File: config.mk
export PLATFORM = sky130hd
export DESIGN_NAME = load_cell_thrust_monitor_flat
export DESIGN_NICKNAME = d
export VERILOG_FILES = /design/src/sv/lctm_pkg.sv /design/src/sv/lctm_ifs.sv /design/src/sv/lctm_front.sv /design/src/sv/lctm_queue.sv /design/src/sv/lctm_back.sv /design/src/sv/load_cell_thrust_monitor.sv /design/src/flat_wrapper.sv
export SDC_FILE = /design/constraint.sdc
export NUM_CORES = 2
export LEC_CHECK = 0
export ABC_CLOCK_PERIOD_IN_PS = 21300
export BUFFER_PORTS_ARGS = -buffer_cell sky130_fd_sc_hd__buf_4
export CAP_MARGIN = 20
export CORE_UTILIZATION = 55
export CTS_CLUSTER_DIAMETER = 80
export DETAILED_ROUTE_END_ITERATION = 7
export GPL_TIMING_DRIVEN = 0
export PLACE_DENSITY = 0.73
export SYNTH_ARGS = -nofsm -noshare
export SYNTH_HDL_FRONTEND = slang
export SYNTH_HIERARCHICAL = 1
export SYNTH_SLANG_ARGS = --single-unit
File: constraint.sdc
create_clock -name clk -period 21.3 [get_ports clk]
set_clock_uncertainty 0.15 [all_clocks]
set_input_delay 4.26 -clock clk [delete_from_list [all_inputs] [get_ports clk]]
set_output_delay 4.26 -clock clk [all_outputs]
set_load 0.05 [all_outputs]
File: src/sv/lctm_pkg.sv
// Shared types, codes and constants of the load cell thrust monitor.
`default_nettype none

package lctm_pkg;

  typedef enum logic [1:0] {
    OP_ADC  = 2'd0,
    OP_REF  = 2'd1,
    OP_TICK = 2'd2,
    OP_NONE = 2'd3
  } op_t;

  typedef enum logic [2:0] {
    REG_MODE    = 3'd0,
    REG_CHAN    = 3'd1,
    REG_TARE    = 3'd2,
    REG_SCALE   = 3'd3,
    REG_ALPHA   = 3'd4,
    REG_TIMEOUT = 3'd5,
    REG_THRESH  = 3'd6
  } reg_idx_t;

  localparam int CFG_IDX_W = 3;
  localparam int CFG_DATA_W = 32;

  localparam logic               RST_MODE    = 1'b0;
  localparam logic [7:0]         RST_CHAN    = 8'd0;
  localparam logic signed [23:0] RST_TARE    = 24'sd0;
  localparam logic signed [31:0] RST_SCALE   = 32'sd16777216;
  localparam logic [16:0]        RST_ALPHA   = 17'd16384;
  localparam logic [15:0]        RST_TIMEOUT = 16'd200;
  localparam logic [31:0]        RST_THRESH  = 32'd655360;

  localparam logic               MODE_ADC = 1'b0;

  localparam logic [16:0]        ALPHA_MIN   = 17'd655;
  localparam logic [16:0]        ALPHA_ONE   = 17'd65536;
  localparam logic [15:0]        TIMEOUT_MIN = 16'd10;
  localparam logic signed [31:0] SCALE_LO    = -32'sd17;
  localparam logic signed [31:0] SCALE_HI    = 32'sd17;
  localparam logic signed [24:0] REF_RAW_MUL = 25'sd100;
  localparam logic [23:0]        RAW_MAX     = 24'h7FFFFF;
  localparam logic [15:0]        HALF_Q16    = 16'h8000;
  localparam logic [31:0]        THRUST_MAX  = 32'hFFFFFFFF;

  localparam int F_NO_CHAN   = 0;
  localparam int F_BAD_SCALE = 1;
  localparam int F_NO_REF    = 2;
  localparam int F_STALE     = 3;

  localparam int QDEPTH = 2;
  localparam int QPTR_W = $clog2(QDEPTH);
  localparam int QCNT_W = QPTR_W + 1;

  typedef struct packed {
    logic               mode;
    logic [7:0]         chan;
    logic signed [23:0] tare;
    logic signed [31:0] scale;
    logic [16:0]        alpha;
    logic [15:0]        timeout;
    logic [31:0]        thresh;
  } cfg_t;

  // Snapshot of front state taken when a tick is accepted.
  typedef struct packed {
    logic               mode;
    logic               found;
    logic signed [23:0] raw;
    logic [47:0]        stamp;
    logic [31:0]        ref_thrust;
    logic               ref_present;
    logic [47:0]        now;
  } job_t;

  typedef enum logic [2:0] {
    ST_IDLE,
    ST_MUL,
    ST_MEAS,
    ST_FILT_A,
    ST_FILT_B,
    ST_SUM,
    ST_OUT
  } back_state_t;

  typedef struct packed {
    logic pop;
    logic ld_meas;
    logic ld_stale;
    logic ld_acc;
    logic ld_filt;
    logic ld_out;
  } back_ctl_t;

endpackage

`default_nettype wire

File: src/sv/lctm_ifs.sv
// Handshake interfaces of the request, result and configuration channels.
`default_nettype none

interface lctm_req_if;
  logic        valid;
  logic        ready;
  logic [1:0]  op;
  logic        report_start;
  logic [7:0]  slot_channel;
  logic signed [23:0] slot_raw;
  logic [47:0] slot_time_us;
  logic [31:0] ref_thrust;
  logic        ref_loaded;
  logic [47:0] now_us;

  modport source (
    output valid, op, report_start, slot_channel, slot_raw, slot_time_us,
           ref_thrust, ref_loaded, now_us,
    input  ready
  );
  modport sink (
    input  valid, op, report_start, slot_channel, slot_raw, slot_time_us,
           ref_thrust, ref_loaded, now_us,
    output ready
  );
endinterface

interface lctm_rsp_if;
  logic        valid;
  logic        ready;
  logic [31:0] measured_thrust;
  logic [31:0] filtered_thrust;
  logic [31:0] expected_thrust;
  logic signed [23:0] load_counts;
  logic [47:0] sample_time_us;
  logic [3:0]  fault_bits;
  logic        data_valid;
  logic        ignition_flag;

  modport source (
    output valid, measured_thrust, filtered_thrust, expected_thrust, load_counts,
           sample_time_us, fault_bits, data_valid, ignition_flag,
    input  ready
  );
  modport sink (
    input  valid, measured_thrust, filtered_thrust, expected_thrust, load_counts,
           sample_time_us, fault_bits, data_valid, ignition_flag,
    output ready
  );
endinterface

interface lctm_cfg_if;
  logic        valid;
  logic        ready;
  logic [2:0]  index;
  logic [31:0] data;

  modport source (output valid, index, data, input ready);
  modport sink (input valid, index, data, output ready);
endinterface

`default_nettype wire

File: src/sv/lctm_front.sv
// Front end: takes every beat, tracks report slots and the reference, snapshots ticks.
`default_nettype none

module lctm_front
  import lctm_pkg::*;
(
  input  wire logic  clk,
  input  wire logic  rst,
  lctm_req_if.sink   req,
  input  wire cfg_t  cfg,
  input  wire logic  q_full,
  output logic       push,
  output job_t       job
);

  logic               pending_found;
  logic               report_matched;
  logic signed [23:0] pending_raw;
  logic [47:0]        pending_time;
  logic [31:0]        reference_thrust;
  logic               reference_present;

  logic accept;
  logic matched_eff;
  logic slot_hit;

  assign req.ready = !q_full && !rst;
  assign accept    = req.valid && req.ready;

  // A start mark opens a fresh report before the channel test.
  assign matched_eff = req.report_start ? 1'b0 : report_matched;
  assign slot_hit    = (req.slot_channel == cfg.chan) && !matched_eff;

  assign push = accept && (req.op == OP_TICK);

  always_comb begin
    job.mode        = cfg.mode;
    job.found       = pending_found;
    job.raw         = pending_raw;
    job.stamp       = pending_time;
    job.ref_thrust  = reference_thrust;
    job.ref_present = reference_present;
    job.now         = req.now_us;
  end

  always_ff @(posedge clk) begin
    if (rst) begin
      pending_found     <= 1'b0;
      report_matched    <= 1'b0;
      reference_thrust  <= 32'd0;
      reference_present <= 1'b0;
    end else if (accept) begin
      case (req.op)
        OP_ADC: begin
          report_matched <= matched_eff || slot_hit;
          if (slot_hit) begin
            pending_found <= 1'b1;
          end else if (req.report_start) begin
            pending_found <= 1'b0;
          end
        end
        OP_REF: begin
          reference_thrust  <= req.ref_thrust;
          reference_present <= req.ref_loaded;
        end
        OP_TICK: begin
          // consume the latched sample; in reference mode it stays pending
          if (cfg.mode == MODE_ADC) begin
            pending_found <= 1'b0;
          end
        end
        default: begin
        end
      endcase
    end
  end

  always_ff @(posedge clk) begin
    if (accept && (req.op == OP_ADC) && slot_hit) begin
      pending_raw  <= req.slot_raw;
      pending_time <= req.slot_time_us;
    end
  end

endmodule

`default_nettype wire

File: src/sv/lctm_queue.sv
// Short tick queue between the front end and the back end.
`default_nettype none

module lctm_queue
  import lctm_pkg::*;
(
  input  wire logic clk,
  input  wire logic rst,
  input  wire logic push,
  input  wire job_t wdata,
  input  wire logic pop,
  output job_t      rdata,
  output logic      full,
  output logic      empty
);

  job_t              mem [QDEPTH];
  logic [QPTR_W-1:0] wptr;
  logic [QPTR_W-1:0] rptr;
  logic [QCNT_W-1:0] count;

  assign full  = (count == QCNT_W'(QDEPTH));
  assign empty = (count == '0);
  assign rdata = mem[rptr];

  always_ff @(posedge clk) begin
    if (rst) begin
      wptr  <= '0;
      rptr  <= '0;
      count <= '0;
    end else begin
      if (push) begin
        wptr <= (wptr == QPTR_W'(QDEPTH - 1)) ? '0 : wptr + 1'b1;
      end
      if (pop) begin
        rptr <= (rptr == QPTR_W'(QDEPTH - 1)) ? '0 : rptr + 1'b1;
      end
      if (push && !pop) begin
        count <= count + 1'b1;
      end else if (pop && !push) begin
        count <= count - 1'b1;
      end
    end
  end

  always_ff @(posedge clk) begin
    if (push) begin
      mem[wptr] <= wdata;
    end
  end

endmodule

`default_nettype wire

File: src/sv/lctm_back.sv
// Back end: runs one tick through a shared multiplier and drives the result register.
`default_nettype none

module lctm_back
  import lctm_pkg::*;
(
  input  wire logic clk,
  input  wire logic rst,
  input  wire cfg_t cfg,
  input  wire job_t q_data,
  input  wire logic q_empty,
  output logic      q_pop,
  lctm_rsp_if.source rsp
);

  back_state_t state, state_next;
  back_ctl_t   ctl;

  job_t               job;
  logic signed [57:0] prod;
  logic [48:0]        acc;
  logic [3:0]         faults;

  logic [31:0]        measured_value;
  logic [31:0]        filtered_value;
  logic signed [23:0] last_raw;
  logic [47:0]        last_sample_time;

  logic               out_valid;
  logic               rsp_free;

  logic signed [32:0] mul_a;
  logic signed [24:0] mul_b;
  logic [16:0]        alpha_c;
  logic [15:0]        tmo_c;
  logic [25:0]        tmo_us;
  logic [47:0]        elapsed;
  logic               stale;
  logic               bad_scale;
  logic signed [24:0] diff;

  logic [22:0]        ref_q;
  logic [15:0]        ref_r;
  logic               ref_up;
  logic [23:0]        ref_q1;
  logic [23:0]        ref_raw;

  logic signed [57:0] prod_rnd;
  logic [49:0]        meas_full;
  logic [31:0]        meas_adc;

  logic [49:0]        filt_sum;

  assign rsp_free = !out_valid || rsp.ready;
  assign q_pop    = ctl.pop;

  // next state
  always_comb begin
    state_next = state;
    case (state)
      ST_IDLE:   if (!q_empty) state_next = ST_MUL;
      ST_MUL:    state_next = ST_MEAS;
      ST_MEAS:   state_next = ST_FILT_A;
      ST_FILT_A: state_next = ST_FILT_B;
      ST_FILT_B: state_next = ST_SUM;
      ST_SUM:    state_next = ST_OUT;
      ST_OUT:    if (rsp_free) state_next = ST_IDLE;
      default:   state_next = ST_IDLE;
    endcase
  end

  // control outputs
  always_comb begin
    ctl = '0;
    case (state)
      ST_IDLE:   ctl.pop      = !q_empty;
      ST_MUL:    ;
      ST_MEAS:   ctl.ld_meas  = 1'b1;
      ST_FILT_A: ctl.ld_stale = 1'b1;
      ST_FILT_B: ctl.ld_acc   = 1'b1;
      ST_SUM:    ctl.ld_filt  = 1'b1;
      ST_OUT:    ctl.ld_out   = rsp_free;
      default:   ctl = '0;
    endcase
  end

  always_ff @(posedge clk) begin
    if (rst) begin
      state <= ST_IDLE;
    end else begin
      state <= state_next;
    end
  end

  // register clamps
  always_comb begin
    if (cfg.alpha < ALPHA_MIN) begin
      alpha_c = ALPHA_MIN;
    end else if (cfg.alpha > ALPHA_ONE) begin
      alpha_c = ALPHA_ONE;
    end else begin
      alpha_c = cfg.alpha;
    end
    tmo_c = (cfg.timeout < TIMEOUT_MIN) ? TIMEOUT_MIN : cfg.timeout;
  end

  // milliseconds to microseconds: x*1000 = x*1024 - x*16 - x*8
  assign tmo_us  = ({10'd0, tmo_c} << 10) - ({10'd0, tmo_c} << 4) - ({10'd0, tmo_c} << 3);
  assign elapsed = job.now - last_sample_time;
  assign stale   = (last_sample_time == 48'd0) || (elapsed > {22'd0, tmo_us});

  assign bad_scale = (cfg.scale > SCALE_LO) && (cfg.scale < SCALE_HI);
  assign diff      = 25'(job.raw) - 25'(cfg.tare);

  // shared multiplier operand select
  always_comb begin
    mul_a = '0;
    mul_b = '0;
    case (state)
      ST_MUL: begin
        if (job.mode == MODE_ADC) begin
          mul_a = 33'(cfg.scale);
          mul_b = diff;
        end else begin
          mul_a = {1'b0, job.ref_thrust};
          mul_b = REF_RAW_MUL;
        end
      end
      ST_FILT_A: begin
        mul_a = {1'b0, measured_value};
        mul_b = {8'd0, alpha_c};
      end
      ST_FILT_B: begin
        mul_a = {1'b0, filtered_value};
        mul_b = {8'd0, ALPHA_ONE - alpha_c};
      end
      default: begin
        mul_a = '0;
        mul_b = '0;
      end
    endcase
  end

  // reference thrust times 100 in Q16.16, round half to even
  assign ref_q   = prod[38:16];
  assign ref_r   = prod[15:0];
  assign ref_up  = (ref_r > HALF_Q16) || ((ref_r == HALF_Q16) && ref_q[0]);
  assign ref_q1  = {1'b0, ref_q} + {23'd0, ref_up};
  assign ref_raw = (ref_q1 > RAW_MAX) ? RAW_MAX : ref_q1;

  // ADC thrust: drop 8 fraction bits with round half up, clamp at zero and full scale
  assign prod_rnd  = prod + 58'sd128;
  assign meas_full = prod_rnd[57:8];
  always_comb begin
    if (prod[57] || (prod == '0)) begin
      meas_adc = 32'd0;
    end else if (|meas_full[49:32]) begin
      meas_adc = THRUST_MAX;
    end else begin
      meas_adc = meas_full[31:0];
    end
  end

  assign filt_sum = {1'b0, acc} + {1'b0, prod[48:0]} + 50'd32768;

  always_ff @(posedge clk) begin
    prod <= mul_a * mul_b;
    if (ctl.pop) begin
      job <= q_data;
    end
    if (ctl.ld_meas) begin
      faults[F_NO_CHAN]   <= (job.mode == MODE_ADC) && !job.found;
      faults[F_BAD_SCALE] <= (job.mode == MODE_ADC) && bad_scale;
      faults[F_NO_REF]    <= !job.ref_present;
    end
    if (ctl.ld_stale) begin
      faults[F_STALE] <= stale;
    end
    if (ctl.ld_acc) begin
      acc <= prod[48:0];
    end
  end

  always_ff @(posedge clk) begin
    if (rst) begin
      measured_value   <= 32'd0;
      filtered_value   <= 32'd0;
      last_raw         <= 24'sd0;
      last_sample_time <= 48'd0;
    end else begin
      if (ctl.ld_meas) begin
        if (job.mode != MODE_ADC) begin
          measured_value   <= job.ref_thrust;
          last_sample_time <= job.now;
          last_raw         <= ref_raw;
        end else if (job.found) begin
          measured_value   <= meas_adc;
          last_sample_time <= job.stamp;
          last_raw         <= job.raw;
        end
      end
      if (ctl.ld_filt) begin
        filtered_value <= filt_sum[47:16];
      end
    end
  end

  // result register
  always_ff @(posedge clk) begin
    if (rst) begin
      out_valid <= 1'b0;
    end else if (ctl.ld_out) begin
      out_valid <= 1'b1;
    end else if (rsp.ready) begin
      out_valid <= 1'b0;
    end
  end

  always_ff @(posedge clk) begin
    if (ctl.ld_out) begin
      rsp.measured_thrust <= measured_value;
      rsp.filtered_thrust <= filtered_value;
      rsp.expected_thrust <= job.ref_thrust;
      rsp.load_counts     <= last_raw;
      rsp.sample_time_us  <= last_sample_time;
      rsp.fault_bits      <= faults;
      rsp.data_valid      <= (faults == 4'd0);
      rsp.ignition_flag   <= (filtered_value >= cfg.thresh);
    end
  end

  assign rsp.valid = out_valid;

endmodule

`default_nettype wire

File: src/sv/load_cell_thrust_monitor.sv
// Top level of the load cell thrust monitor: configuration registers and the two halves.
`default_nettype none

// ADC slots and reference updates are taken one a cycle and settle in the
// front end in that same cycle. A tick is snapshotted into a two-entry queue
// and worked off by the back end through the states MUL, MEAS, FILT_A, FILT_B,
// SUM and OUT, OUT waiting on the result channel; the back end's single shared
// multiplier is used three times per tick. With the queue full, new beats of
// any kind stall until the back end pops. The result register lets the next
// tick start while the previous result still waits. Configuration is taken every
// cycle out of reset and should only be written while no tick is in flight.
module load_cell_thrust_monitor
  import lctm_pkg::*;
(
  input  wire logic  clk,
  input  wire logic  rst,
  lctm_req_if.sink   req,
  lctm_rsp_if.source rsp,
  lctm_cfg_if.sink   cfg
);

  cfg_t cfg_regs;
  job_t push_job;
  job_t q_data;
  logic push;
  logic q_pop;
  logic q_full;
  logic q_empty;

  assign cfg.ready = !rst;

  always_ff @(posedge clk) begin
    if (rst) begin
      cfg_regs.mode    <= RST_MODE;
      cfg_regs.chan    <= RST_CHAN;
      cfg_regs.tare    <= RST_TARE;
      cfg_regs.scale   <= RST_SCALE;
      cfg_regs.alpha   <= RST_ALPHA;
      cfg_regs.timeout <= RST_TIMEOUT;
      cfg_regs.thresh  <= RST_THRESH;
    end else if (cfg.valid) begin
      case (cfg.index)
        REG_MODE:    cfg_regs.mode    <= cfg.data[0];
        REG_CHAN:    cfg_regs.chan    <= cfg.data[7:0];
        REG_TARE:    cfg_regs.tare    <= cfg.data[23:0];
        REG_SCALE:   cfg_regs.scale   <= cfg.data;
        REG_ALPHA:   cfg_regs.alpha   <= cfg.data[16:0];
        REG_TIMEOUT: cfg_regs.timeout <= cfg.data[15:0];
        REG_THRESH:  cfg_regs.thresh  <= cfg.data;
        default: begin
        end
      endcase
    end
  end

  lctm_front u_front (
    .clk    (clk),
    .rst    (rst),
    .req    (req),
    .cfg    (cfg_regs),
    .q_full (q_full),
    .push   (push),
    .job    (push_job)
  );

  lctm_queue u_queue (
    .clk   (clk),
    .rst   (rst),
    .push  (push),
    .wdata (push_job),
    .pop   (q_pop),
    .rdata (q_data),
    .full  (q_full),
    .empty (q_empty)
  );

  lctm_back u_back (
    .clk     (clk),
    .rst     (rst),
    .cfg     (cfg_regs),
    .q_data  (q_data),
    .q_empty (q_empty),
    .q_pop   (q_pop),
    .rsp     (rsp)
  );

endmodule

`default_nettype wire
File: src/flat_wrapper.sv
// flat-port wrapper written by rule: the top's interface ports become plain ports
module load_cell_thrust_monitor_flat import lctm_pkg::*;
  (clk, rst, req_valid, req_op, req_report_start, req_slot_channel, req_slot_raw, req_slot_time_us, req_ref_thrust, req_ref_loaded, req_now_us, req_ready, rsp_valid, rsp_measured_thrust, rsp_filtered_thrust, rsp_expected_thrust, rsp_load_counts, rsp_sample_time_us, rsp_fault_bits, rsp_data_valid, rsp_ignition_flag, rsp_ready, cfg_valid, cfg_index, cfg_data, cfg_ready);
  lctm_req_if req_i ();
  lctm_rsp_if rsp_i ();
  lctm_cfg_if cfg_i ();
  input  wire logic clk;
  input  wire logic rst;
  input wire logic [$bits(req_i.valid)-1:0] req_valid;
  input wire logic [$bits(req_i.op)-1:0] req_op;
  input wire logic [$bits(req_i.report_start)-1:0] req_report_start;
  input wire logic [$bits(req_i.slot_channel)-1:0] req_slot_channel;
  input wire logic [$bits(req_i.slot_raw)-1:0] req_slot_raw;
  input wire logic [$bits(req_i.slot_time_us)-1:0] req_slot_time_us;
  input wire logic [$bits(req_i.ref_thrust)-1:0] req_ref_thrust;
  input wire logic [$bits(req_i.ref_loaded)-1:0] req_ref_loaded;
  input wire logic [$bits(req_i.now_us)-1:0] req_now_us;
  output wire logic [$bits(req_i.ready)-1:0] req_ready;
  output wire logic [$bits(rsp_i.valid)-1:0] rsp_valid;
  output wire logic [$bits(rsp_i.measured_thrust)-1:0] rsp_measured_thrust;
  output wire logic [$bits(rsp_i.filtered_thrust)-1:0] rsp_filtered_thrust;
  output wire logic [$bits(rsp_i.expected_thrust)-1:0] rsp_expected_thrust;
  output wire logic [$bits(rsp_i.load_counts)-1:0] rsp_load_counts;
  output wire logic [$bits(rsp_i.sample_time_us)-1:0] rsp_sample_time_us;
  output wire logic [$bits(rsp_i.fault_bits)-1:0] rsp_fault_bits;
  output wire logic [$bits(rsp_i.data_valid)-1:0] rsp_data_valid;
  output wire logic [$bits(rsp_i.ignition_flag)-1:0] rsp_ignition_flag;
  input wire logic [$bits(rsp_i.ready)-1:0] rsp_ready;
  input wire logic [$bits(cfg_i.valid)-1:0] cfg_valid;
  input wire logic [$bits(cfg_i.index)-1:0] cfg_index;
  input wire logic [$bits(cfg_i.data)-1:0] cfg_data;
  output wire logic [$bits(cfg_i.ready)-1:0] cfg_ready;
  assign req_i.valid = req_valid;
  assign req_i.op = req_op;
  assign req_i.report_start = req_report_start;
  assign req_i.slot_channel = req_slot_channel;
  assign req_i.slot_raw = req_slot_raw;
  assign req_i.slot_time_us = req_slot_time_us;
  assign req_i.ref_thrust = req_ref_thrust;
  assign req_i.ref_loaded = req_ref_loaded;
  assign req_i.now_us = req_now_us;
  assign req_ready = req_i.ready;
  assign rsp_valid = rsp_i.valid;
  assign rsp_measured_thrust = rsp_i.measured_thrust;
  assign rsp_filtered_thrust = rsp_i.filtered_thrust;
  assign rsp_expected_thrust = rsp_i.expected_thrust;
  assign rsp_load_counts = rsp_i.load_counts;
  assign rsp_sample_time_us = rsp_i.sample_time_us;
  assign rsp_fault_bits = rsp_i.fault_bits;
  assign rsp_data_valid = rsp_i.data_valid;
  assign rsp_ignition_flag = rsp_i.ignition_flag;
  assign rsp_i.ready = rsp_ready;
  assign cfg_i.valid = cfg_valid;
  assign cfg_i.index = cfg_index;
  assign cfg_i.data = cfg_data;
  assign cfg_ready = cfg_i.ready;
  load_cell_thrust_monitor u_core (.clk(clk), .rst(rst), .req(req_i), .rsp(rsp_i), .cfg(cfg_i));
endmodule
Yosys cells after proc, flatten, opt, wreduce, memory -nomap -nowiden
Memory sizes are Yosys's and may differ from the RTL's. A register that Yosys moved wholly into a read port is not among the register bits.
Cells that the tools add are included.

word-level totals
  register bits after elaboration = 665
  memory bits (writable) = 310
  bits of input ports = 204
  output and inout port bits = 177
  word-level logic and storage cells = 168
  memories = 1

operators by class
  $add $sub $neg = 13
  $mul = 1
  $lt $le $gt $ge = 9
  equal/unequal tests = 21
  multiplexer cells = 38
  bitwise logic cells = 1
  reductions and logical operators = 50

memory list
  memory              depth  width  rd ports  clocked after memory_dff  wr ports  line              RTL
  u_core.u_queue.mem  2      155    1         1                         1         lctm_queue.sv:17  job_t mem [QDEPTH];

operators with widths
  operator                number
  $mux 32                 4
  $pmux 33 s3             1
  $mux 48                 2
  $pmux 25 s3             1
  $mux 24                 3
  $add 58x9->58 const B   1
  $logic_not 58->1        1
  $mul 33x25->58          1
  $add 48x16->48 const B  1
  $add 48x48->48          1
  $gt 48x26->1            1
  $logic_not 48->1        1
  $sub 48x48->48          1
  $mux 17                 2
  $mux 33                 1
  $ge 32x32->1            1
  $gt 32x6->1 const B     1
  $lt 32x6->1 const B     1
  $sub 26x19->26          1
  $sub 26x20->26          1
  $mux 25                 1
  $sub 24x24->25          1
  $add 23x1->24           1
  $gt 24x23->1 const B    1
  34 further kinds        102

Depth between registers and ports, before layout
  word-level depth = 9
  gate-level depth with buffers = 44
  depth with buffers taken out = 42

By module
Netlist, hierarchy kept.

modules (own cells, without submodules)
  module                    instances  cells each  area each (µm²)  sequential area each (µm²)
  lctm_back                 1          6357        60205.2          15404.8
  lctm_queue                1          504         11453.5          9409.0
  load_cell_thrust_monitor  1          479         5331.4           2602.5
  lctm_front                1          294         3917.5           2862.7

Worst setup path before layout
OpenSTA, ideal clock, no wires.

  path type = flip-flop to flip-flop
  start = reg u_core.u_back.state[1]
  end = reg u_core.u_queue.count[1]
  library setup time = 70 ps
  arrival = 17338 ps
  required time = 21080 ps
  slack = 3743 ps
  stages on the path, launching flop included = 9
  path buffers = 3
  cells stage by stage = dfxtp_1 -> clkbuf_1 -> clkbuf_1 -> clkbuf_1 -> nor4_1 -> inv_1 -> ha_1 -> or3_1 -> a21oi_1

on the way
  word-level cells in the longest chain between the ends = 5

RTL lines
  what                                                line                            RTL
  from (decl)                                         lctm_back.sv:16                 back_state_t state, state_next;
  from (signal assigned)                              lctm_back.sv:91                 state <= state_next;
  $logic_not 3->1 *                                   lctm_back.sv:75                 case (state)
  $mux 1 *                                            lctm_back.sv:75
  named net u_core.q_pop                              load_cell_thrust_monitor.sv:26  logic q_pop;
  $logic_not 1->1                                     lctm_queue.sv:38                if (push && !pop) begin
  $logic_and 1x1->1                                   lctm_queue.sv:38
  $mux 2 / $reduce_bool 2->1 (equally long branches)  -
  to (signal assigned)                                lctm_queue.sv:39                count <= count + 1'b1;
  to (signal assigned)                                lctm_queue.sv:41                count <= count - 1'b1;
  to (decl)                                           lctm_queue.sv:20                logic [QCNT_W-1:0] count;

Mark *: on every way through the listed nets, which the timed path passes. The rest lies on a longest branch.
A chain may end at the register's enable or synchronous reset.

Worst setup path in the final report
  start = reg u_core/cfg_regs[58] in the netlist's numbering
  end = reg u_core.u_back.prod[56]

on the way
  word-level cells in the longest chain between the ends = 6

RTL lines
  what                  line                            RTL
  from (decl)           load_cell_thrust_monitor.sv:22  cfg_t cfg_regs;
  $gt 17x17->1          lctm_back.sv:99                 end else if (cfg.alpha > ALPHA_ONE) begin
  $mux 17               lctm_back.sv:99
  $mux 17 *             lctm_back.sv:97                 if (cfg.alpha < ALPHA_MIN) begin
  $sub 17x17->17        lctm_back.sv:135                mul_b = {8'd0, ALPHA_ONE - alpha_c};
  $pmux 25 s3 *         lctm_back.sv:119                case (state)
  $mul 33x25->58 *      lctm_back.sv:167                prod <= mul_a * mul_b;
  to (signal assigned)  lctm_back.sv:167
  to (decl)             lctm_back.sv:20                 logic signed [57:0] prod;

Mark *: on every way between the ends. The rest lies on a longest branch, timed or not.

==> impl_results.md <==
* Routability Congestion at 1.06
* Global route overflow at 0
* Total CTS buffers at 107
* Maxcap violations at 0
* Initial DRC count at 7339
* Commonest non-fill, non-tap cell in the layout: inv_1
* Leakage at 38.8 nW
* Setup Buffers After CTS at 0
* Cell count after synthesis at 7634
* Die height at 386 um
* Worst setup SP type: flip-flop
* Worst skew pair latency at 0.75 ns
* Mapped Area at 80900 um2
* Main synth FF type: edfxtp_1
* Layout cells sized above 1 at 0.114
* First-pass GRT wire length at 404000 um
* Final Max Slew Viols at 0
* IO Pins at 381
* Area growth syn-to-layout at 12.3%
* First-pass DRT Iterations at 8
* Hold Slack at 0.294 ns
* Post-synth EDFFs at 763
* Tmin final at 14.35 ns
* RSZ-0062 raised after global routing: false
* CTS tree: yes
* Element type at the critical path end: flip-flop
* Initial Utilization at 0.555
* CORE AREA at 146000 um2
* Remaining DRCs at 0
* Total Die Area at 149000 um2
* Outcome: complete, no violations
* Remaining antenna violation count at 0
* Longest Clk Path Bufs at 3
* Clock slew at reported path FFs at 0.07 ns
* Die X-Extent at 386 um
* Max Clk Rate at 69.7 MHz
* Most frequent cells in the layout: inv_1, fa_1, edfxtp_1
* Htree depth at 3
* WL/cell at 27.9 um
* Worst-path fanout max at 10
* FF+latch area at 30300 um2
* Row cnt at 140
* Final setup viols at 0
* IO buf count at 332
* Via count at 60901
* Placed Area at 87100 um2
* Final hold viol count at 0
* Peak supply drop at 0.0932 mV
* CP max stage cell: clkbuf_1
* Drt total wl at 284000 um
* Worst path max stage delay at 0.91 ns
* Post-CTS Hold Buffers at 0
* Hold Crit Class: flip-flop to flip-flop
* Syn Area/Cell at 10.6 um2
* Slew of the pin with the lowest slew margin at 1.37 ns
* Largest net degree at the start of global routing at 60
* CP required at 21.75 ns
* Detailed placer's ending HPWL at 235000 um
* Ys Warns at 6
* Syn_nets at 9099
* #FFs+latches synth at 1131
* Final instance area at 90800 um2
* CP most frequent cell: fa_1
* Vias in the first global route at 58856
* Slew HR at 0.0858
* Asr flop ratio synth at 0
* WP data arrival at 14.80 ns
* Vias/cell at 5.98
* Register area share after synthesis at 0.374
* CTS root buf: clkbuf_16
* Footprint of the multi-input gates at 44600 um2
* PwrDens at 97.4 nW/um2
* Setup CP Type: flip-flop to flip-flop
* Final Cycle Share at 0.674
* Fillers at 11887
* Nets at 9622
* Dpl cells at 9963
* Clock sink count at 1131
* Resized Gates After CTS at 0
* Final Instance Count excl. Fillers at 10186
* Initial antenna violation count at 40
* Yosys cell types at 105
* GRT Resource Usage Total at 0.383
* Setup total negative slack at 0 ns
-- worst max-delay path: cells and delay by family (launching register included) --
family / cells / cell delay [ns]
multiplexers: 1 / 0.41
XOR/XNOR: 1 / 0.19
AND/OR/NAND/NOR: 6 / 2.11
AO/OA/AOI/OAI: 14 / 4.90
buffers and inverters: 7 / 1.70
flip-flops: 1 / 0.41
adder cells (fa/ha/maj): 9 / 4.33
-- cell usage after synthesis (12+ instances only) --
cell      number  share of area
buf_1         21        0.00097
a32oi_1       32         0.0035
ha_1         408          0.063
o211ai_1      19         0.0018
or2_2         20         0.0015
o221ai_1      23         0.0025
a21o_1        88         0.0082
mux2_2       159          0.022
a31oi_1       43         0.0033
nor4_1        50         0.0039
nand3_1       77         0.0048
buf_4         58         0.0054
and2_1        24         0.0019
nor3_1        54         0.0033
fa_1         853           0.21
a21boi_0      12         0.0011
a32o_1        31         0.0038
and3_1        23         0.0018
nor2_1       673          0.031
xnor2_1      133          0.014
nand3b_1      31         0.0029
inv_1       1128          0.052
edfxtp_1     763           0.28
nand4_1       74         0.0057
o21a_1        23         0.0021
nand2_1      728          0.034
a211oi_1      70         0.0065
buf_6         32         0.0045
nor2b_1       57         0.0044
a21oi_1      341          0.021
or3_1         49         0.0038
clkbuf_1     263          0.012
dfxtp_1      368          0.091
o21ai_0      139         0.0086
buf_2         19         0.0012
o21bai_1      23         0.0021
xor2_1       104          0.011
mux2i_1      186          0.023
nand2b_1     253          0.020
a211o_1       20         0.0022
-- sequential cells by signal, indices dropped and copies added, names as in the netlist, 48 cells and up, named ones only --
| signal | cells |
|---|---|
| u_core/u_back/rsp.sample_time_us | 48 |
| u_core/u_front/pending_time | 48 |
| u_core/u_back/last_sample_time | 48 |
| u_core/u_back/job | 155 |
| u_core/u_back/prod | 58 |
| u_core/cfg_regs | 130 |
| u_core/u_queue/mem | 310 |
| u_core/u_back/acc | 48 |
-- through the flow --
stage | util | setup slack (ns) | power, mW
detailed placement | 0.597 | 7.55 | 6.69
global placement | 0.589 | -5.03 | 6.39
floorplan | - | 3.74 | 5.11
global route | 0.623 | 6.60 | 9.16
finish | 0.623 | 6.95 | 8.85
CTS | 0.623 | 7.48 | 8.71
-- path summary, 6_finish.rpt --
kind                                               startpoint                          to  slack (ns)  cells after the start
worst max-delay path                      u_core/cfg_regs[58]      u_core/u_back/prod[56]        6.95                     38
worst min-delay path            u_core/u_front/pending_raw[5]  u_core/u_queue/mem[0][134]        0.29                      0
worst max register to register            u_core/cfg_regs[58]      u_core/u_back/prod[56]        6.95                     38
worst min register to register  u_core/u_front/pending_raw[5]  u_core/u_queue/mem[0][134]        0.29                      0
-- routing by layer --
layer	share of wire	GRT usage
met1	0.42	0.558
met2	0.42	0.553
met3	0.11	0.0930
met4	0.044	0.146
met5	0.00038	0
-- where the power goes --
part           internal (mW)  switching (mW)  leakage [nW]
Combinational           1.21            2.60          27.0
Clock                   1.14           0.885          1.81
Sequential              2.66           0.367          9.96
Total                   5.00            3.85          38.8
-- area by class of cell --
class                      count  area share
clock inverter                73     0.00939
sequential                  1131       0.333
buffer                       397      0.0221
antenna                       19    0.000523
tap                         1917      0.0264
timing repair buffer         414      0.0391
multi-input combinational   4976       0.491
inverter                    1130      0.0467
clock buffer                 129      0.0314
-- kinds of logic (layout without fill, tap and decap cells) --
family / count (synthesis) / after routing / synth area share
AOI/OAI and AO/OA: 970 / 970 / 0.0788
xor gates and xnor gates: 238 / 238 / 0.0259
adders and majority gates: 1261 / 1261 / 0.274
buffers and inverters: 1527 / 2143 / 0.0772
DFF: 1131 / 1131 / 0.374
muxes: 345 / 345 / 0.0451
other: 0 / 19 / 0
and+or+nand+nor: 2162 / 2162 / 0.125
(Power assumes the default switching activity.)
